===== src/rtl/tlnt_pkg.sv =====
package tlnt_pkg;

    // Default table dimensions.
    localparam int unsigned DEF_MAX_DIRS  = 16;
    localparam int unsigned DEF_MAX_FILES = 32;

    localparam int unsigned KEY_W    = 64;
    localparam int unsigned OP_W     = 2;
    localparam int unsigned STATUS_W = 3;
    localparam int unsigned SLOT_W   = 4;
    localparam int unsigned FCOUNT_W = 6;

    // Operation codes.
    localparam logic [OP_W-1:0] OP_CREATE_DIR  = 2'd0;
    localparam logic [OP_W-1:0] OP_CREATE_FILE = 2'd1;
    localparam logic [OP_W-1:0] OP_DELETE_FILE = 2'd2;
    localparam logic [OP_W-1:0] OP_SEARCH_FILE = 2'd3;

    // Result status codes.
    localparam logic [STATUS_W-1:0] ST_OK           = 3'd0;
    localparam logic [STATUS_W-1:0] ST_TABLE_FULL   = 3'd1;
    localparam logic [STATUS_W-1:0] ST_DIR_EXISTS   = 3'd2;
    localparam logic [STATUS_W-1:0] ST_DIR_MISSING  = 3'd3;
    localparam logic [STATUS_W-1:0] ST_FILE_EXISTS  = 3'd4;
    localparam logic [STATUS_W-1:0] ST_FILE_MISSING = 3'd5;
    localparam logic [STATUS_W-1:0] ST_DIR_FULL     = 3'd6;

    typedef struct packed {
        logic [OP_W-1:0]  operation;
        logic [KEY_W-1:0] dir_key;
        logic [KEY_W-1:0] file_key;
    } tlnt_req_t;

    typedef struct packed {
        logic [STATUS_W-1:0] status;
        logic [SLOT_W-1:0]   dir_slot;
        logic [FCOUNT_W-1:0] files_in_dir;
    } tlnt_rsp_t;

    // Bits needed to index n entries, at least one.
    function automatic int unsigned idx_w(input int unsigned n);
        return (n > 1) ? $clog2(n) : 1;
    endfunction

endpackage


===== src/rtl/tlnt_dir_store.sv =====
// Directory store: one key and one file count per directory slot.
module tlnt_dir_store
    import tlnt_pkg::*;
#(
    parameter int unsigned MAX_DIRS  = DEF_MAX_DIRS,
    parameter int unsigned MAX_FILES = DEF_MAX_FILES
)
(
    input  logic                                clk,
    input  logic [idx_w(MAX_DIRS)-1:0]          raddr,
    input  logic                                we,
    input  logic [idx_w(MAX_DIRS)-1:0]          waddr,
    input  logic [KEY_W-1:0]                    wname,
    input  logic [$clog2(MAX_FILES+1)-1:0]      wcount,
    output logic [KEY_W-1:0]                    rname,
    output logic [$clog2(MAX_FILES+1)-1:0]      rcount
);

    localparam int unsigned CW = $clog2(MAX_FILES + 1);

    logic [KEY_W-1:0] name_mem  [MAX_DIRS];
    logic [CW-1:0]    count_mem [MAX_DIRS];
    logic [KEY_W-1:0] rname_reg;
    logic [CW-1:0]    rcount_reg;

    always_ff @(posedge clk)
    begin
        if (we)
        begin
            name_mem[waddr]  <= wname;
            count_mem[waddr] <= wcount;
        end
        rname_reg  <= name_mem[raddr];
        rcount_reg <= count_mem[raddr];
    end

    assign rname  = rname_reg;
    assign rcount = rcount_reg;

endmodule


===== config.mk =====
export PLATFORM = sky130hd
export DESIGN_NAME = tlnt_dir_store
export DESIGN_NICKNAME = d
export VERILOG_FILES = /design/src/rtl/tlnt_pkg.sv /design/src/rtl/tlnt_dir_store.sv
export SDC_FILE = /design/constraint.sdc
export NUM_CORES = 1
export LEC_CHECK = 0
export ABC_AREA = 1
export BUFFER_PORTS_ARGS = -buffer_cell sky130_fd_sc_hd__clkbuf_2
export CAP_MARGIN = 20
export CORE_UTILIZATION = 40
export DETAILED_ROUTE_END_ITERATION = 10
export GPL_TIMING_DRIVEN = 1
export PLACE_DENSITY = 0.65
export SYNTH_ARGS = -nofsm -noshare
export SYNTH_HDL_FRONTEND = slang
export SYNTH_SLANG_ARGS = --single-unit

===== constraint.sdc =====
create_clock -name clk -period 7.3 [get_ports clk]
set_input_delay 1.46 -clock clk [delete_from_list [all_inputs] [get_ports clk]]
set_output_delay 1.46 -clock clk [all_outputs]
set_load 0.05 [all_outputs]

==> impl_metrics.toml, run 1 <==
[synthesis]
ys_seq_elements = 1190
async_flop_share = 0
synth_adder_area_share = 0
synth-seq-area-share = 0.713
synthTopCellsByArea = "edfxtp_1 68%, nand2_1 11%, nand3_1 8.6%, inv_1 6.4%, dfxtp_1 2.9%"
synthMuxAreaShare = 0
synth-simple-area-share = 0.200
netlist_area_um2 = 49100
synth_top_family_by_area = "simple AND/OR/NAND/NOR gates"
synth_warnings = 0
synth_common_cells = "1,476 x nand2_1, 1,120 x edfxtp_1, 843 x inv_1"
synth_xor_area_frac = 0
yosysTopAreaCellShare = 0.685
synth_edf_count = 1120
synth_nets = 4684
synth_top_cell_by_area = "edfxtp_1"
syn_area_per_cell_um2 = 10.7
ys_dominant_reg_cell = "edfxtp_1"
synth_cell_types = 12
synth_compound_area_frac = 0
synth.most_common_cell = "nand2_1"
syn_inst = 4604

[run]
maxCapViolCount = 0

[floorplanning]
pin_count = 150
rows = 128
coreArea_um2 = 122000
dieArea_um2 = 124000
dieHeight_um = 352
initial_core_util = 0.404
die_w_um = 352

[global_route]
grt-ovfl-total = 0
grt_max_degree = 211
track_usage = 0.193
grt_pass1_wl_um = 183000
grt_pass1_vias = 29900
antenna_found_initial = 19

[detailed_routing]
drt_iter0_drc = 3218
vias = 31600
ant_nets = 0
routedWlPerCell_um = 19.0
vias_per_cell = 4.92
dr.pass1.iters = 6
wl_um = 122000
drcViolationCount = 0

[finish]
fill_cells = 11100
nNetsFinal = 4773
largest_reg_flops = 1024
regArea_um2 = 35000
multiInputGateArea_um2 = 9940
drive_gt1_frac = 0.0846
syn2layout_area_growth_pct = 12.9

[clock_network]
post_cts_buffers = 0
cts.clk_slew.worst_paths_ns = 0.06
cts_hold_buf = 0
clock_path_buffers = 3
cts_resized = 0
numCtsBuffers = 117
cts_root_buf = "clkbuf_16"
cts_tree = "built"
cts_sinks = 1190
clk_latency_ns = 0.70
cts_max_level = 3

[sta]
slew_headroom = 0.0655
setup_tns_ns = 0
setup_viol = 0
hold_viol_final = 0
fmax_mhz = 260
finalCritPeriodShare = 0.528
layout_min_cycle_time_ns = 3.85
tightest_slew_ns = 1.40
grt_setup_unrepaired = "false"
drv_slew = 0
skew_ns = 0.0164

[setup_path]
cp.required_ns = 7.89
setup.worst_path.start_class = "input port"
endpoint_kind = "flip-flop"
crit_fanout = 210
arrival_ns = 4.44
crit_type = "in -> reg"

[place]
port_buffers = 149
dp_hpwl_um = 57800
gp_congestion = 0.745

[run_status]
status = "finished clean"

[worst_hold_path]
holdCritPathClass = "reg -> reg"

[power]
power_density_nw_per_um2 = 268
total_power_mw = 14.9
ir_drop_mv = 0.197
power.leakage_nw = 23.5
logic make-up after synthesis:
| kind of cell | after synthesis |
|---|---|
| DFF | 1190 |
| and+or+nand+nor | 2336 |
| buffers and inverters | 1078 |
area by class of cell:
class | instances | share of cell area
Antenna cell | 4 | 0.000181
Clock buffer | 164 | 0.0600
Clock inverter | 59 | 0.0120
Inverter | 847 | 0.0578
Multi-Input combinational cell | 2336 | 0.179
Sequential cell | 1190 | 0.632
Tap cell | 1625 | 0.0367
Timing Repair Buffer | 201 | 0.0221
metrics by stage:
stage           util  cells  cell area [um2]  hold slack, ns  worst slack [ns]
3_5_place_dp   0.422   6198            51400           0.646              2.92
2_1_floorplan      -   4604            49100           0.607              2.21
5_1_grt        0.455   6426            55400           0.708              3.40
3_3_place_gp   0.422   6198            51400           0.635              2.95
6_report       0.455   6426            55400           0.649              3.45
4_1_cts        0.455   6421            55400           0.661              3.63
final timing paths:
check | from | endpoint | slack, ns | depth (start not counted)
min reg2reg | name_mem[12][36] | rname[36] | 0.65 | 6
min | name_mem[12][36] | rname[36] | 0.65 | 6
max | raddr[0] | rname[32] | 3.45 | 8
max reg2reg | name_mem[13][17] | rname[17] | 6.17 | 6
routing by layer:
metal | track usage | up-vias | share of wire
met5 | 0 | - | 0.0013
met3 | 0.0409 | 222 | 0.079
met2 | 0.309 | 1041 | 0.46
met1 | 0.262 | 15300 | 0.43
li1 | - | 15000 | -
met4 | 0.0624 | 26 | 0.026
cell usage in the layout, fill, tap and decap left out, drive strengths merged:
cell / synthesis / routed
inv: 846 / 855
dfxtp: 70 / 70
clkinv: 1 / 36
diode: 0 / 4
edfxtp: 1120 / 1120
nand2: 1476 / 1476
buf: 176 / 56
nand3: 842 / 842
nor2: 18 / 18
clkbuf: 55 / 309
bufinv: 0 / 12
clkinvlp: 0 / 3
where the power goes:
group | internal, mW | switching [mW] | leakage (nW)
clock network | 3.61 | 2.58 | 1.97
registers | 7.64 | 0.0585 | 10.7
logic | 0.229 | 0.760 | 10.8
critical path: stages:
cell	delay, ns
buf_8	0.51
buf_12	0.59
buf_12	0.51
nand2_1	0.14
nand3_1	0.14
nand3_1	0.09
nand3_1	0.14
nand2_1	0.08
Note: power is estimated with default switching activity, not from simulation.
==> run 2, diff against run 1 <==
PLACE_DENSITY = 0.67   (was 0.65)
clock period = 3.4 ns   (was 7.3 ns; I/O delays follow)
==> impl_metrics.toml, run 2 (same netlist as run 1, synthesis figures left out) <==
[run_status]
status = "finished clean"

[setup_path]
regToRegStartpoint = "name_mem[12][5]"
cp.required_ns = 2.72
endpoint_kind = "primary output"
setup.worst_path.start_class = "flip-flop"
r2r-end = "rname[5]"
critical_path.slowest_cell = "dfxtp_1"
timing.reg2reg.setup_slack_ns = 2.30
critPathTopFamily = "flip-flops"
reg2reg_depth = 6
crit_type = "reg -> out"
crit_fanout = 1
cp_cell_sequence = "clkbuf_2"
max_stage_delay_ns = 0.51
worst-path-buf-inv = 1
arrival_ns = 1.52

[finish]
syn2layout_area_growth_pct = 13.4
final_area_um2 = 55700
multiInputGateArea_um2 = 9940
final_common_cell = "nand2_1"
final_cell_mix = "1,476 x nand2_1, 1,120 x edfxtp_1, 843 x inv_1"
largest_reg_flops = 1024
regArea_um2 = 35000
fin_util = 0.458
fin_cells = 6426
nNetsFinal = 4781
fill_cells = 10900
drive_gt1_frac = 0.0846

[sta]
hold_viol_final = 0
skew_ns = 0.0203
slew_headroom = 0.327
drv_slew = 0
layout_min_cycle_time_ns = 2.20
finalCritPeriodShare = 0.647
fin_ws_ns = 1.20
setup_tns_ns = 0
setup_viol = 0
grt_setup_unrepaired = "false"
tightest_slew_ns = 1.01
fmax_mhz = 455

[detailed_routing]
drt_iter0_drc = 3165
ant_nets = 0
drcViolationCount = 0
vias = 31700
dr.pass1.iters = 5
wl_um = 122000
vias_per_cell = 4.94
routedWlPerCell_um = 18.9

[run]
maxCapViolCount = 0

[floorplanning]
die_w_um = 352
pin_count = 150
dieHeight_um = 352
dieArea_um2 = 124000
initial_core_util = 0.404
coreArea_um2 = 122000
rows = 128

[power]
power.leakage_nw = 23.6
power_density_nw_per_um2 = 558
ir_drop_mv = 0.404

[global_route]
use_met3 = 0.0348
antenna_found_initial = 17
grt_pass1_wl_um = 184000
track_usage = 0.194
grt_pass1_vias = 30500
grt.busiest_layer = "met2"
grt_max_degree = 156
grt-ovfl-total = 0
use_met2 = 0.319
met1_usage = 0.264

[worst_hold_path]
whs_endpoint = "rname[10]"
hp-start = "raddr[3]"
holdCritPathClass = "in -> reg"
worstHoldPathCells = 3

[place]
place_ws_ns = 0.901
dpl.cell_count = 6212
place_area_um2 = 52000
port_buffers = 149
gp_congestion = 0.760
dp_hpwl_um = 58100

[clock_network]
cts_root_buf = "clkbuf_16"
clock_path_buffers = 3
cts_hold_buf = 0
cts.clk_slew.worst_paths_ns = 0.06
cts_max_level = 3
cts_tree = "built"
post_cts_buffers = 0
clk_latency_ns = 0.67
cts_sinks = 1190
numCtsBuffers = 112
cts_resized = 0
-- run 2: cell count changes in the layout (fill, tap and decap cells not counted), moves of 3 or more --
cell and change:
clkinv_2 +3, clkinv_1 +3, buf_12 +38, inv_6 -4, clkbuf_16 -3, buf_4 -25, bufinv_16 -6
-- run 2: power breakdown --
| group | total (mW) | switching [mW] | internal [mW] |
|---|---|---|---|
| Sequential | 16.5 | 0.129 | 16.4 |
| Clock | 12.4 | 5.29 | 7.09 |
| Combinational | 2.17 | 1.64 | 0.534 |
-- run 2: final cells by class --
cell class / count / area share
Multi-Input combinational cell: 2336 / 0.179
Antenna cell: 3 / 0.000135
Tap cell: 1625 / 0.0365
Timing Repair Buffer: 214 / 0.0323
Clock buffer: 160 / 0.0585
Inverter: 847 / 0.0575
Sequential cell: 1190 / 0.629
Clock inverter: 51 / 0.00739
-- run 2: worst max-delay path by stage --
stage               startpoint                to  slack (ns)  depth (start not counted)
floorplan             waddr[0]  count_mem[13][0]       -0.91                          4
global placement      raddr[0]         rname[52]        0.91                         10
detailed placement    raddr[0]         rname[47]        0.90                          9
CTS                   rname[9]          rname[9]        1.19                          1
global route          rname[9]          rname[9]        1.19                          1
finish                rname[9]          rname[9]        1.20                          1
-- run 2: per-stage QoR --
stage | total power, mW | hold WS [ns]
after detailed placement | 19.0 | 0.634
after global placement | 19.0 | 0.632
after CTS | 31.3 | 0.352
final | 31.1 | 0.395
after floorplan | 18.2 | 0.607
after global routing | 32.1 | 0.396
-- run 2: tightest hold or removal path: cells and delay by family --
| kind | cells | cell delay (ns) |
|---|---|---|
| simple gates | 2 | 0.15 |
| buf+inv | 1 | 0.18 |
-- run 2: per-layer routing --
layer / routed length [um] / up-vias
li1: - / 15100
met1: 51300 / 15400
met2: 58300 / 1088
met3: 9400 / 198
met4: 2390 / 26
met5: 160 / -
