<file path="src/rtl/tlnt_pkg.sv">
package tlnt_pkg;

    // Default table dimensions.
    localparam int unsigned DEF_MAX_DIRS  = 16;
    localparam int unsigned DEF_MAX_FILES = 32;

    localparam int unsigned KEY_W    = 64;
    localparam int unsigned OP_W     = 2;
    localparam int unsigned STATUS_W = 3;
    localparam int unsigned SLOT_W   = 4;
    localparam int unsigned FCOUNT_W = 6;

    // Operation codes.
    localparam logic [OP_W-1:0] OP_CREATE_DIR  = 2'd0;
    localparam logic [OP_W-1:0] OP_CREATE_FILE = 2'd1;
    localparam logic [OP_W-1:0] OP_DELETE_FILE = 2'd2;
    localparam logic [OP_W-1:0] OP_SEARCH_FILE = 2'd3;

    // Result status codes.
    localparam logic [STATUS_W-1:0] ST_OK           = 3'd0;
    localparam logic [STATUS_W-1:0] ST_TABLE_FULL   = 3'd1;
    localparam logic [STATUS_W-1:0] ST_DIR_EXISTS   = 3'd2;
    localparam logic [STATUS_W-1:0] ST_DIR_MISSING  = 3'd3;
    localparam logic [STATUS_W-1:0] ST_FILE_EXISTS  = 3'd4;
    localparam logic [STATUS_W-1:0] ST_FILE_MISSING = 3'd5;
    localparam logic [STATUS_W-1:0] ST_DIR_FULL     = 3'd6;

    typedef struct packed {
        logic [OP_W-1:0]  operation;
        logic [KEY_W-1:0] dir_key;
        logic [KEY_W-1:0] file_key;
    } tlnt_req_t;

    typedef struct packed {
        logic [STATUS_W-1:0] status;
        logic [SLOT_W-1:0]   dir_slot;
        logic [FCOUNT_W-1:0] files_in_dir;
    } tlnt_rsp_t;

    // Bits needed to index n entries, at least one.
    function automatic int unsigned idx_w(input int unsigned n);
        return (n > 1) ? $clog2(n) : 1;
    endfunction

endpackage

</file>
<file path="src/rtl/tlnt_ctrl.sv">
// Sequencer: scans the directory store, then the chosen directory's files,
// and applies the operation with read-modify-write on both stores.
module tlnt_ctrl
    import tlnt_pkg::*;
#(
    parameter int unsigned MAX_DIRS  = DEF_MAX_DIRS,
    parameter int unsigned MAX_FILES = DEF_MAX_FILES
)
(
    input  logic                                   clk,
    input  logic                                   rst_n,
    input  logic                                   req_valid,
    input  tlnt_req_t                              req,
    output logic                                   busy,
    input  logic                                   out_free,
    output logic                                   done,
    output tlnt_rsp_t                              result,
    output logic [idx_w(MAX_DIRS)-1:0]             dir_raddr,
    output logic                                   dir_we,
    output logic [idx_w(MAX_DIRS)-1:0]             dir_waddr,
    output logic [KEY_W-1:0]                       dir_wname,
    output logic [$clog2(MAX_FILES+1)-1:0]         dir_wcount,
    input  logic [KEY_W-1:0]                       dir_rname,
    input  logic [$clog2(MAX_FILES+1)-1:0]         dir_rcount,
    output logic [idx_w(MAX_DIRS*MAX_FILES)-1:0]   file_raddr,
    output logic                                   file_we,
    output logic [idx_w(MAX_DIRS*MAX_FILES)-1:0]   file_waddr,
    output logic [KEY_W-1:0]                       file_wdata,
    input  logic [KEY_W-1:0]                       file_rdata
);

    localparam int unsigned SW  = idx_w(MAX_DIRS);
    localparam int unsigned FW  = idx_w(MAX_FILES);
    localparam int unsigned FAW = idx_w(MAX_DIRS * MAX_FILES);
    localparam int unsigned CW  = $clog2(MAX_FILES + 1);
    localparam int unsigned DCW = $clog2(MAX_DIRS + 1);

    localparam logic [2:0] S_IDLE  = 3'd0;
    localparam logic [2:0] S_DSCAN = 3'd1;
    localparam logic [2:0] S_DDEC  = 3'd2;
    localparam logic [2:0] S_FSCAN = 3'd3;
    localparam logic [2:0] S_FDEC  = 3'd4;
    localparam logic [2:0] S_MOVE  = 3'd5;
    localparam logic [2:0] S_DONE  = 3'd6;

    logic [2:0]          state_reg, state_next;
    logic [DCW-1:0]      dir_count_reg, dir_count_next;
    logic [OP_W-1:0]     op_reg, op_next;
    logic [KEY_W-1:0]    dkey_reg, dkey_next;
    logic [KEY_W-1:0]    fkey_reg, fkey_next;
    logic [SW-1:0]       idx_reg, idx_next;
    logic                found_reg, found_next;
    logic                hit_reg, hit_next;
    logic [SW-1:0]       slot_reg, slot_next;
    logic [CW-1:0]       count_reg, count_next;
    logic [FW-1:0]       fidx_reg, fidx_next;
    logic [FAW-1:0]      base_reg, base_next;
    logic [STATUS_W-1:0] status_reg, status_next;
    logic [FAW-1:0]      base_calc;

    // Constant multiply; the product always stays below the store depth.
    assign base_calc = FAW'(slot_reg) * FAW'(MAX_FILES);

    always_comb
    begin
        state_next     = state_reg;
        dir_count_next = dir_count_reg;
        op_next        = op_reg;
        dkey_next      = dkey_reg;
        fkey_next      = fkey_reg;
        idx_next       = idx_reg;
        found_next     = found_reg;
        hit_next       = hit_reg;
        slot_next      = slot_reg;
        count_next     = count_reg;
        fidx_next      = fidx_reg;
        base_next      = base_reg;
        status_next    = status_reg;
        dir_raddr      = '0;
        dir_we         = 1'b0;
        dir_waddr      = slot_reg;
        dir_wname      = dkey_reg;
        dir_wcount     = count_reg;
        file_raddr     = base_reg;
        file_we        = 1'b0;
        file_waddr     = base_reg;
        file_wdata     = fkey_reg;
        done           = 1'b0;

        unique case (state_reg)
            S_IDLE:
            begin
                if (req_valid)
                begin
                    op_next    = req.operation;
                    dkey_next  = req.dir_key;
                    fkey_next  = req.file_key;
                    idx_next   = '0;
                    found_next = 1'b0;
                    hit_next   = 1'b0;
                    slot_next  = '0;
                    count_next = '0;
                    state_next = (dir_count_reg == '0) ? S_DDEC : S_DSCAN;
                end
            end
            S_DSCAN:
            begin
                // Read data belongs to directory idx_reg.
                if (dir_rname == dkey_reg)
                begin
                    found_next = 1'b1;
                    slot_next  = idx_reg;
                    count_next = dir_rcount;
                    state_next = S_DDEC;
                end
                else if (DCW'(idx_reg) + DCW'(1) < dir_count_reg)
                begin
                    idx_next  = idx_reg + SW'(1);
                    dir_raddr = idx_reg + SW'(1);
                end
                else
                begin
                    state_next = S_DDEC;
                end
            end
            S_DDEC:
            begin
                base_next = base_calc;
                fidx_next = '0;
                if (op_reg == OP_CREATE_DIR)
                begin
                    state_next = S_DONE;
                    if (dir_count_reg >= DCW'(MAX_DIRS))
                    begin
                        status_next = ST_TABLE_FULL;
                        slot_next   = '0;
                        count_next  = '0;
                    end
                    else if (found_reg)
                    begin
                        status_next = ST_DIR_EXISTS;
                    end
                    else
                    begin
                        dir_we         = 1'b1;
                        dir_waddr      = SW'(dir_count_reg);
                        dir_wcount     = '0;
                        dir_count_next = dir_count_reg + DCW'(1);
                        slot_next      = SW'(dir_count_reg);
                        count_next     = '0;
                        status_next    = ST_OK;
                    end
                end
                else if (!found_reg)
                begin
                    status_next = ST_DIR_MISSING;
                    state_next  = S_DONE;
                end
                else if (count_reg == '0)
                begin
                    state_next = S_FDEC;
                end
                else
                begin
                    file_raddr = base_calc;
                    state_next = S_FSCAN;
                end
            end
            S_FSCAN:
            begin
                // Read data belongs to file fidx_reg of the matched directory.
                if (file_rdata == fkey_reg)
                begin
                    hit_next   = 1'b1;
                    state_next = S_FDEC;
                end
                else if (CW'(fidx_reg) + CW'(1) < count_reg)
                begin
                    fidx_next  = fidx_reg + FW'(1);
                    file_raddr = base_reg + FAW'(fidx_reg) + FAW'(1);
                end
                else
                begin
                    state_next = S_FDEC;
                end
            end
            S_FDEC:
            begin
                state_next = S_DONE;
                unique case (op_reg)
                    OP_CREATE_FILE:
                    begin
                        if (hit_reg)
                        begin
                            status_next = ST_FILE_EXISTS;
                        end
                        else if (count_reg >= CW'(MAX_FILES))
                        begin
                            status_next = ST_DIR_FULL;
                        end
                        else
                        begin
                            file_we     = 1'b1;
                            file_waddr  = base_reg + FAW'(count_reg);
                            dir_we      = 1'b1;
                            dir_wcount  = count_reg + CW'(1);
                            count_next  = count_reg + CW'(1);
                            status_next = ST_OK;
                        end
                    end
                    OP_DELETE_FILE:
                    begin
                        if (!hit_reg)
                        begin
                            status_next = ST_FILE_MISSING;
                        end
                        else
                        begin
                            // Fetch the last file; it fills the freed slot next cycle.
                            dir_we      = 1'b1;
                            dir_wcount  = count_reg - CW'(1);
                            count_next  = count_reg - CW'(1);
                            file_raddr  = base_reg + FAW'(count_reg - CW'(1));
                            status_next = ST_OK;
                            state_next  = S_MOVE;
                        end
                    end
                    default:
                    begin
                        status_next = hit_reg ? ST_OK : ST_FILE_MISSING;
                    end
                endcase
            end
            S_MOVE:
            begin
                file_we    = 1'b1;
                file_waddr = base_reg + FAW'(fidx_reg);
                file_wdata = file_rdata;
                state_next = S_DONE;
            end
            S_DONE:
            begin
                if (out_free)
                begin
                    done       = 1'b1;
                    state_next = S_IDLE;
                end
            end
            default:
            begin
                state_next = S_IDLE;
            end
        endcase
    end

    always_ff @(posedge clk or negedge rst_n)
    begin
        if (!rst_n)
        begin
            state_reg     <= S_IDLE;
            dir_count_reg <= '0;
        end
        else
        begin
            state_reg     <= state_next;
            dir_count_reg <= dir_count_next;
        end
    end

    always_ff @(posedge clk)
    begin
        op_reg     <= op_next;
        dkey_reg   <= dkey_next;
        fkey_reg   <= fkey_next;
        idx_reg    <= idx_next;
        found_reg  <= found_next;
        hit_reg    <= hit_next;
        slot_reg   <= slot_next;
        count_reg  <= count_next;
        fidx_reg   <= fidx_next;
        base_reg   <= base_next;
        status_reg <= status_next;
    end

    assign busy                = (state_reg != S_IDLE);
    assign result.status       = status_reg;
    assign result.dir_slot     = SLOT_W'(slot_reg);
    assign result.files_in_dir = FCOUNT_W'(count_reg);

    // The directory count never passes the table size.
    a_dir_count_max: assert property (@(posedge clk) disable iff (!rst_n)
        dir_count_reg <= DCW'(MAX_DIRS))
        else $error("directory count beyond table size");

    // The directory count only grows, one step at a time.
    a_dir_count_step: assert property (@(posedge clk) disable iff (!rst_n)
        dir_count_reg != $past(dir_count_reg) |->
            dir_count_reg == $past(dir_count_reg) + DCW'(1))
        else $error("directory count changed by other than one");

    // The directory scan stays inside the populated slots.
    a_dscan_range: assert property (@(posedge clk) disable iff (!rst_n)
        state_reg == S_DSCAN |-> DCW'(idx_reg) < dir_count_reg)
        else $error("directory scan past last directory");

    // The file scan stays inside the directory's stored files.
    a_fscan_range: assert property (@(posedge clk) disable iff (!rst_n)
        state_reg == S_FSCAN |-> CW'(fidx_reg) < count_reg)
        else $error("file scan past last file");

    // A file is only appended to a directory with room left.
    a_append_room: assert property (@(posedge clk) disable iff (!rst_n)
        file_we && state_reg == S_FDEC |-> count_reg < CW'(MAX_FILES))
        else $error("file appended to a full directory");

endmodule

</file>
<file path="config.mk">
export PLATFORM = sky130hd
export DESIGN_NAME = tlnt_ctrl
export DESIGN_NICKNAME = d
export VERILOG_FILES = /design/src/rtl/tlnt_pkg.sv /design/src/rtl/tlnt_ctrl.sv
export SDC_FILE = /design/constraint.sdc
export NUM_CORES = 1
export LEC_CHECK = 0
export ABC_CLOCK_PERIOD_IN_PS = 15600
export BUFFER_PORTS_ARGS = -buffer_cell sky130_fd_sc_hd__buf_2
export CELL_PAD_IN_SITES_DETAIL_PLACEMENT = 1
export CELL_PAD_IN_SITES_GLOBAL_PLACEMENT = 1
export CORE_MARGIN = 2
export CORE_UTILIZATION = 30
export DETAILED_ROUTE_END_ITERATION = 10
export PLACE_DENSITY = 0.73
export SLEW_MARGIN = 0
export SYNTH_ARGS = -nofsm -noshare
export SYNTH_HDL_FRONTEND = slang
export SYNTH_SLANG_ARGS = --single-unit
</file>
<file path="constraint.sdc">
create_clock -name clk -period 15.6 [get_ports clk]
set_clock_uncertainty 0.2 [all_clocks]
set_input_delay 1.56 -clock clk [delete_from_list [all_inputs] [get_ports clk]]
set_output_delay 1.56 -clock clk [all_outputs]
set_load 0.005 [all_outputs]
</file>
==> reports/summary.md, run 1 <==
## Status
* outcome: finished clean

## Yosys
* Syn Area/Cell: 12.53 sq um
* netlist area before placement: 9306 sq um
* fraction of synthesized cell area taken by the top area cell type: 0.5098
* Primary FF master, synth: edfxtp_1
* post-synthesis cell type with the largest combined area: edfxtp_1
* number of enable flip-flop cells after synthesis: 158
* cell count after synthesis: 743
* fraction of registers with async set or reset after synthesis: 0.04819
* post-synth net total: 1035
* Yosys warning count: 0
* count of cell types in the netlist: 66
* top cells by area in the synthesized netlist: edfxtp_1 (51%), mux2_2 (8.0%), xnor2_1 (7.2%), xor2_1 (6.2%), ha_1 (3.2%)
* Seq/Total Area, Yosys: 0.5313
* number of register bits inferred by synthesis: 166

## Clocking
* clock tree root driver cell: clkbuf_16
* buffer levels on the longest clock path: 2
* CTS hold repair buffers: 0
* total clock buffers created by CTS: 17
* Sink Count: 166
* TritonCTS clock tree: yes
* clock slew at the register clock pins of the worst setup and hold paths: 0.07 ns
* setup bufs post-CTS: 0
* clock insertion delay at the later pin of the skew report: 0.45 ns
* depth of the CTS H-tree: 4
* post-cts sizing count: 0

## Timing
* Slew Viols, Final: 0
* Setup TNS: 0 ns
* worst slew pin tran: 1.025 ns
* hold violation count in the final report: 0
* highest achievable clock rate: 0.1657 GHz
* Final period util: 0.3868
* final critical delay including setup and external delays: 6.034 ns
* Slew HR: 0.3166
* final count of negative-setup-slack endpoints: 0
* RSZ-0062 raised after global routing: no

## Detailed routing
* Total Wirelength: 35530 um
* vias per inst: 5.008
* number of antenna-violating nets in the routed design: 0
* length of the first detailed-routing pass in iterations: 5
* Detailed Route Iter0 Violations: 445
* via total after detailed routing: 8003
* DRC errors left: 0
* Routed wire per std cell: 22.23 um

## Global routing
* vias in the first global route: 8499
* initial antenna violation count: 12
* M1 GR Usage: 0.2488
* maximum number of pins on one net before global-route repair: 75
* met2 routing resource usage after global routing: 0.3793
* grt met3 use: 0.04992
* total overflow reported by the global router: 0
* wire length of the first global-routing pass: 51760 um
* most crowded layer after global routing: met2
* combined global-route utilization of all metal layers: 0.2145

## Power
* leakage power: 0.005207 uW
* IR drop worst, VDD: 68.78 uV
* Sequential Power Share: 0.401
* combinational group share of total power: 0.349
* design internal power: 1129 uW
* power density normalized to cell area: 141.6 nW/um^2
* net switching power figure: 647.0 uW
* Clk network pwr share: 0.250
* fraction of power spent switching nets: 0.3644

## Setup path
* element type at the critical path end: primary output
* kind of start point of the critical path: register
* critical path class: register to primary output
* critical-path cell list: inv_1 > ha_1 > nor3b_2 > nand2_1 > xnor2_1 > ha_1 > nor2_1 > and4_1 > o211a_1 > or3_1 > and4_4 > nor3_2 > buf_2
* arrival time of data at the critical path endpoint: 4.27 ns
* required arrival time at the worst endpoint: 13.84 ns
* critical-path cell with the highest stage delay: nor3b_2
* largest fanout on the critical path: 11
* largest stage delay on the critical path: 0.79 ns
* Crit path top cell by count: ha_1

## Floorplanning
* Floorplan Core Area: 30590 sq um
* number of placement rows: 64
* boundary pin count: 445
* initial cell density of the core: 0.3042
* height of the chip: 180.1 um
* chip width: 180.1 um
* Die Outline Area: 32450 sq um

## Placement
* post-detailed-placement half-perimeter wirelength: 28850 um
* final weighted congestion in routability-driven placement: 0.9476
* count of input and output buffers: 444

## Final layout
* final core area utilization: 0.4099
* synth-to-layout area growth: 34.73%
* most frequent standard cell in the layout excluding fill and tap cells: buf_2
* total number of nets in the final design: 1473
* FILL cells: 3481
* most frequent cells in the layout: buf_2 (444), edfxtp_1 (158), xnor2_1 (77), xor2_1 (66), mux2_2 (66)
* fraction of final layout cells sized beyond drive strength 1: 0.4728

## Hold path
* Worst Hold Class: register to register

## Flow run
* maximum capacitance violations: 0

## synthesized netlist by cell type (3+ instances only)
cell type  count
a21boi_0       3
dfrtp_1        8
clkbuf_1      10
a22oi_1        3
and2_1         3
a21oi_1       14
a22o_1         8
mux2_2        66
buf_2         16
a32o_1         6
a221oi_1       3
xnor2_1       77
xor2_1        66
o21ai_0       17
nand2_1       29
nor4_1        20
nor2_1        34
nand3_1       16
nor2b_1        4
edfxtp_1     158
and3_1         5
ha_1          24
mux2i_1        4
a221o_1        6
o31ai_1        3
o211ai_1       3
inv_1         32
or2_2          3
a21o_1         8
nor3_1        11
nand4_1       25
o22ai_1       10
## logic make-up after synthesis
family,after synthesis,share of synthesized area
AOI/OAI and AO/OA,103,0.08148
adders and majority gates,24,0.03227
muxes,70,0.08416
DFF,166,0.5313
xor gates and xnor gates,143,0.1346
and+or+nand+nor,175,0.1066
buffers and inverters,62,0.02958
## final cells by class
| type | count | area, sq um | area share |
|---|---|---|---|
| clock buffers | 17 | 425.4 | 0.03393 |
| inverters | 32 | 120.1 | 0.009580 |
| repair buffers | 449 | 2260 | 0.1802 |
| clock inverters | 14 | 175.2 | 0.01397 |
| diodes | 9 | 22.52 | 0.001796 |
| well taps | 396 | 495.5 | 0.03952 |
| flip-flops and latches | 166 | 4945 | 0.3944 |
| multi-input cells | 515 | 4095 | 0.3266 |
## worst max-delay path: cells and delay by family, from the launching register on
family / cells / cell delay, ns
buffers and inverters: 2 / 0.36
adders and majority gates: 2 / 0.47
DFF: 1 / 0.57
AOI/OAI and AO/OA: 1 / 0.22
xor gates and xnor gates: 1 / 0.21
and+or+nand+nor: 7 / 2.00
## layer usage
layer,vias to the layer above,part of all wire
met1,3940,0.39
met2,322,0.52
met3,68,0.062
met5,-,0.00084
li1,3669,-
met4,4,0.032
## path summary, 6_finish.rpt
kind,start,to,slack [ns],cells past startpoint
min in group asynchronous,rst_n,dir_count_reg[3],0.76,1
min reg2reg,dir_count_reg[3],dir_count_reg[3],0.29,1
max reg2reg,fidx_reg[0],fidx_reg[3],12.32,10
max,count_reg[0],file_raddr[7],9.57,13
min,dir_count_reg[3],dir_count_reg[3],0.29,1
max in group asynchronous,rst_n,state_reg[0],14.26,1
## power by group through the flow
stage	clock network [uW]	registers [uW]	logic, uW
after floorplan	0	674	397
after global routing	471	726	681
after detailed placement	0	719	622
after CTS	455	711	626
after global placement	0	718	610
final	444	712	619
## per-stage QoR
step	total power (uW)	instances	instance area, sq um	hold slack [ns]	worst slack [ns]
after detailed placement	1341	1558	11920	0.2861	9.740
after global routing	1877	1598	12540	0.3466	9.279
after global placement	1327	1558	11920	0.2842	9.827
after floorplan	1072	743	9306	0.2613	7.783
final	1776	1598	12540	0.2941	9.566
after CTS	1792	1589	12520	0.2997	9.554
Power figures use the tool's default switching activity.
==> run 2: changes to the inputs <==
Settings changed: ABC_CLOCK_PERIOD_IN_PS 15600 to 5860.
Clock period 15.6 ns to 5.86 ns, I/O delays scaled along.
==> run 2 against run 1 <==
  * Flip-flop and latch count is the same
  * Critical path depth did not move
  * Highest routed layer is now met4
  * First-iteration DRC count is 13% higher
  * Global-route usage increased by 0.17 points
  * Largest power group unchanged
  * Clock power grew to 2.5 times the previous value
  * Core utilization about the same
  * Non-clock buffer count down 1
  * Sequential share of layout area about the same
  * Design area hardly changed
  * Combinational power rose to 2.7 times the previous value
  * Die area stayed put
  * Cell count increased by 0.44%
==> reports/summary.md, run 2 (synthesis gave the netlist of run 1 again) <==
## Setup path
* largest fanout on the critical path: 11, unchanged
* element type at the critical path end: primary output
* path depth of the worst reg2reg path: 6, -4
* kind of start point of the critical path: register
* arrival time of data at the critical path endpoint: 4.10 ns, -0.17 ns
* FF-to-FF setup slack: 2.35 ns, -9.97 ns
* R2R Path End: count_reg[2]
* critical path class: register to primary output
* required arrival time at the worst endpoint: 5.07 ns, -8.77 ns
* startpoint of the worst-slack reg-to-reg timing path: dir_wname[55]

## Detailed routing
* length of the first detailed-routing pass in iterations: 5, unchanged
* Routed wire per std cell: 22.37 um, +0.63%
* via total after detailed routing: 8160, +2.0%
* DRC errors left: 0, unchanged
* vias per inst: 5.084, +1.5%
* number of antenna-violating nets in the routed design: 0, unchanged
* Detailed Route Iter0 Violations: 504, +13%
* Total Wirelength: 35910 um, +1.1%

## Global routing
* vias in the first global route: 8622, +1.4%
* total overflow reported by the global router: 0, unchanged
* wire length of the first global-routing pass: 52650 um, +1.7%
* initial antenna violation count: 15, +3
* maximum number of pins on one net before global-route repair: 129, +72%
* combined global-route utilization of all metal layers: 0.2162, +0.001661

## Clocking
* Sink Count: 166, unchanged
* clock tree root driver cell: clkbuf_16
* post-cts sizing count: 0, unchanged
* setup bufs post-CTS: 0, unchanged
* clock insertion delay at the later pin of the skew report: 0.45 ns, about the same
* total clock buffers created by CTS: 17, unchanged
* TritonCTS clock tree: yes
* CTS hold repair buffers: 1, +1
* depth of the CTS H-tree: 4, unchanged
* clock slew at the register clock pins of the worst setup and hold paths: 0.07 ns, about the same
* buffer levels on the longest clock path: 2, unchanged

## Final layout
* cell area after layout: 12530 sq um, about the same
* most frequent cells in the layout: buf_2 (444), edfxtp_1 (158), xnor2_1 (77), xor2_1 (66), mux2_2 (66)
* fraction of final layout cells sized beyond drive strength 1: 0.4702, -0.002515
* FILL cells: 3520, +1.1%
* total number of nets in the final design: 1472, -0.068%
* synth-to-layout area growth: 34.61%, about the same
* most frequent standard cell in the layout excluding fill and tap cells: buf_2
* final core area utilization: 0.4095, about the same

## Floorplanning
* chip width: 180.1 um, unchanged
* initial cell density of the core: 0.3042, unchanged
* boundary pin count: 445, unchanged
* height of the chip: 180.1 um, unchanged
* number of placement rows: 64, unchanged
* Die Outline Area: 32450 sq um, unchanged
* Floorplan Core Area: 30590 sq um, unchanged

## Timing
* hold violation count in the final report: 0, unchanged
* final critical delay including setup and external delays: 4.890 ns
* RSZ-0062 raised after global routing: no
* final count of negative-setup-slack endpoints: 0, unchanged
* Slew HR: 0.2533, -0.06329
* Setup TNS: 0 ns, unchanged
* worst slew pin tran: 1.117 ns, +0.09148 ns
* Slew Viols, Final: 0, unchanged
* Final period util: 0.8344
* highest achievable clock rate: 0.2045 GHz

## Placement
* post-detailed-placement half-perimeter wirelength: 28510 um, -1.2%
* count of input and output buffers: 444, unchanged
* final weighted congestion in routability-driven placement: 0.8815, -7.0%
* placed standard-cell area: 11930 sq um, about the same

## Hold path
* worst hold path stage count: 1, unchanged
* end point of the most critical hold path: fkey_reg[52]
* Worst Hold Class: input pin to register
* origin of the worst min-delay path: req[52]

## Status
* outcome: finished clean

## Power
* leakage power: 0.005193 uW, -0.27%
* total power draw: 4695 uW, +160%
* IR drop worst, VDD: 212.6 uV, +210%
* power density normalized to cell area: 374.8 nW/um^2, +160%

## Flow run
* maximum capacitance violations: 0, unchanged

run 2: cell types whose count changed in the layout (fill, tap and decap cells not counted), moves of 2 or more:
cell / before / now
bufinv_16: 3 / 1
diode_2: 9 / 16
buf_12: 0 / 2
clkinv_2: 1 / 3
buf_4: 5 / 1
clkinvlp_4: 4 / 2
run 2: power by group:
group / internal, uW / leakage [uW] / switching, uW
registers: 1600 / 0.00156 / 298
clock network: 588 / 0.000268 / 526
logic: 741 / 0.00337 / 943
total: 2930 / 0.00519 / 1770
run 2: how the worst max path moves through the flow:
| stage | cells past startpoint | slack (ns) | endpoint | startpoint |
|---|---|---|---|---|
| after CTS | 13 | 0.99 | file_raddr[7] | count_reg[0] |
| after detailed placement | 13 | 1.48 | file_raddr[7] | count_reg[0] |
| final | 13 | 0.97 | file_raddr[7] | count_reg[0] |
| after global routing | 13 | 0.73 | file_raddr[7] | count_reg[0] |
| after floorplan | 3 | 0.75 | dir_wname[0] | state_reg[2] |
| after global placement | 13 | 1.66 | file_raddr[7] | count_reg[0] |
run 2: critical path: stages (launching register included):
cell      delay, ns
edfxtp_1       0.54
inv_1          0.19
ha_1           0.25
nor3b_2        0.65
nand2_1        0.22
xnor2_1        0.23
ha_1           0.19
nor2_1         0.04
and4_1         0.23
o211a_1        0.22
or3_1          0.35
and4_4         0.19
nor3_2         0.19
buf_2          0.15
run 2: through the flow:
step | hold WS, ns | setup slack [ns] | cells
global route | 0.07947 | 0.7312 | 1605
finish | 0.1054 | 0.9702 | 1605
global placement | 0.2443 | 1.663 | 1556
floorplan | 0.09041 | 0.7486 | 743
CTS | 0.08344 | 0.9932 | 1589
detailed placement | 0.2489 | 1.484 | 1556
run 2: area by class of cell:
type	count	area, sq um	area share
Sequential cell	166	4945	0.3947
Multi-Input combinational cell	515	4095	0.3269
Timing Repair Buffer	448	2280	0.1820
Tap cell	396	495.5	0.03955
Clock buffer	18	429.2	0.03426
Clock inverter	14	122.6	0.009788
Inverter	32	120.1	0.009588
Antenna cell	16	40.04	0.003196
run 2: metal layers:
layer / up-vias / share of wire / GRT usage
li1: 3683 / - / -
met1: 4073 / 0.39 / 0.2533
met2: 356 / 0.52 / 0.3746
met3: 48 / 0.060 / 0.05194
met4: 0 / 0.026 / 0.09839
met5: - / 0 / 0
==> run 3: changes to the inputs <==
Settings changed: ABC_CLOCK_PERIOD_IN_PS 5860 to 3950, PLACE_DENSITY 0.73 to 0.76.
Clock period 5.86 ns to 3.95 ns, I/O delays scaled along.
==> run 3 against run 2 <==
  * Register-to-register slack worse by 1.4 ns
  * Setup slack worse by 0.90 ns
  * Design area grew 13%
  * Critical path type unchanged
  * Critical endpoint unchanged
  * Largest cell class unchanged
==> reports/summary.md, run 3 (synthesis gave the netlist of run 1 again) <==
## Floorplanning
* chip width: 180.1 um, unchanged
* number of placement rows: 64, unchanged
* Die Outline Area: 32450 sq um, unchanged
* initial cell density of the core: 0.3042, unchanged
* Floorplan Core Area: 30590 sq um, unchanged
* height of the chip: 180.1 um, unchanged
* boundary pin count: 445, unchanged

## Hold path
* Worst Hold Class: input pin to register
* end point of the most critical hold path: count_reg[1]
* origin of the worst min-delay path: dir_rcount[1]
* worst hold path stage count: 2, +1

## Placement
* placed standard-cell area: 12020 sq um, +0.76%
* post-detailed-placement half-perimeter wirelength: 27880 um, -2.2%
* dpl ws: 0.3544 ns, -1.130 ns
* count of input and output buffers: 444, unchanged
* final weighted congestion in routability-driven placement: 0.9013, +2.2%

## Setup path
* largest fanout on the critical path: 4, -7
* required arrival time at the worst endpoint: 3.36 ns, -1.71 ns
* element type at the critical path end: primary output
* R2R Path End: fidx_reg[4]
* startpoint of the worst-slack reg-to-reg timing path: fidx_reg[1]
* arrival time of data at the critical path endpoint: 3.28 ns, -0.82 ns
* kind of start point of the critical path: register
* critical path class: register to primary output
* CP startpoint: count_reg[1]
* path depth of the worst reg2reg path: 10, +4
* FF-to-FF setup slack: 0.98 ns, -1.37 ns

## Final layout
* most frequent cells in the layout: buf_2 (444), edfxtp_1 (158), dlygate4sd3_1 (131), xnor2_1 (74)
* synth-to-layout area growth: 51.95%
* fraction of final layout cells sized beyond drive strength 1: 0.4452, -0.02506
* cell area after layout: 14140 sq um, +13%
* FILL cells: 3423, -2.8%
* most frequent standard cell in the layout excluding fill and tap cells: buf_2
* total number of nets in the final design: 1629, +11%

## Timing
* highest achievable clock rate: 0.2579 GHz
* hold violation count in the final report: 0, unchanged
* final count of negative-setup-slack endpoints: 0, unchanged
* Slew HR: 0.3690, +0.1157
* Slew Viols, Final: 0, unchanged
* final setup margin: 0.07280 ns, -0.8974 ns
* worst slew pin tran: 0.9465 ns, -0.1702 ns
* Final period util: 0.9816
* final critical delay including setup and external delays: 3.877 ns

## Detailed routing
* Detailed Route Iter0 Violations: 566, +12%
* length of the first detailed-routing pass in iterations: 5, unchanged
* vias per inst: 5.100, +0.32%
* DRC errors left: 0, unchanged
* via total after detailed routing: 8987, +10%
* number of antenna-violating nets in the routed design: 0, unchanged
* Total Wirelength: 40800 um, +14%
* Routed wire per std cell: 23.15 um, +3.5%

## Clocking
* buffer levels on the longest clock path: 2, unchanged
* depth of the CTS H-tree: 4, unchanged
* clock tree root driver cell: clkbuf_16
* clock slew at the register clock pins of the worst setup and hold paths: 0.07 ns, about the same
* clock insertion delay at the later pin of the skew report: 0.46 ns, about the same
* TritonCTS clock tree: yes
* total clock buffers created by CTS: 17, unchanged
* Sink Count: 166, unchanged

## Power
* leakage power: 0.005905 uW, +14%
* power density normalized to cell area: 526.7 nW/um^2, +41%
* IR drop worst, VDD: 306.0 uV, +44%
* total power draw: 7448 uW, +59%

## Global routing
* maximum number of pins on one net before global-route repair: 129, unchanged
* initial antenna violation count: 15, unchanged
* combined global-route utilization of all metal layers: 0.2448, +0.02863
* vias in the first global route: 9642, +12%
* total overflow reported by the global router: 0, unchanged
* wire length of the first global-routing pass: 59580 um, +13%

## Status
* outcome: finished clean

## Flow run
* maximum capacitance violations: 0, unchanged

-- run 3: cell types whose count changed in the layout (fill, tap and decap cells not counted), moves of 2 or more --
cell           previous run  this run
dlygate4sd3_1             1       131
buf_4                     1        27
inv_8                     1         5
clkinv_2                  3         0
clkinv_4                  1         4
xnor2_1                  77        74
xnor2_2                   0         3
clkinv_1                  2         0
clkinv_8                  0         2
ha_1                     24        22
inv_1                    32        30
inv_2                     0         2
inv_6                     4         2
-- run 3: how the worst max path moves through the flow --
stage	to	cells after the start
finish	file_raddr[7]	13
global route	file_raddr[7]	13
CTS	file_raddr[7]	13
detailed placement	file_raddr[7]	13
global placement	file_raddr[7]	13
floorplan	dir_wname[0]	3
-- run 3: timing repair --
action                                  4_1_cts  5_1_grt
endpoints found under the setup margin        2        5
endpoints found under the hold margin       138        0
buffers inserted                              3       12
gates resized for setup                       0       14
pin swaps                                     1        5
hold buffers                                131        0
-- run 3: layout make-up --
cell class | count | area, sq um | share of cell area
diodes | 16 | 40.04 | 0.002831
clock buffers | 17 | 425.4 | 0.03008
clock inverters | 15 | 156.4 | 0.01106
inverters | 32 | 120.1 | 0.008494
multi-input cells | 515 | 4163 | 0.2944
flip-flops and latches | 166 | 4945 | 0.3497
well taps | 396 | 495.5 | 0.03504
repair buffers | 605 | 3796 | 0.2684
-- run 3: through the flow --
stage	hold slack, ns	TNS (ns)	std cells	utilization
after floorplan	-0.1006	0	743	-
after global placement	0.06086	0	1568	0.3928
after detailed placement	0.06221	0	1568	0.3928
after CTS	0.06276	-0.03741	1734	0.4554
after global routing	0.06953	-0.04612	1762	0.4623
final	0.07305	0	1762	0.4623
-- run 3: power breakdown --
| part | internal [uW] | switching (uW) |
|---|---|---|
| Sequential | 2370 | 386 |
| Clock | 845 | 885 |
| Combinational | 1360 | 1600 |
| Total | 4580 | 2870 |
-- run 3: critical path: stages, from the launching register on --
cell      delay, ns
edfxtp_1       0.48
inv_2          0.15
ha_4           0.17
nor3b_4        0.23
nand2_2        0.11
xnor2_2        0.16
ha_1           0.18
nor2_1         0.04
and4_1         0.23
o211a_1        0.22
or3_1          0.34
and4_4         0.19
nor3_4         0.18
buf_2          0.14
-- run 3: metal layers --
metal  global-route usage  part of all wire  wire [um]
met5                    0           0.00017          7
met4               0.1226             0.047       1914
met3              0.06002             0.059       2387
met2               0.4380              0.52      21230
met1               0.2701              0.37      15260
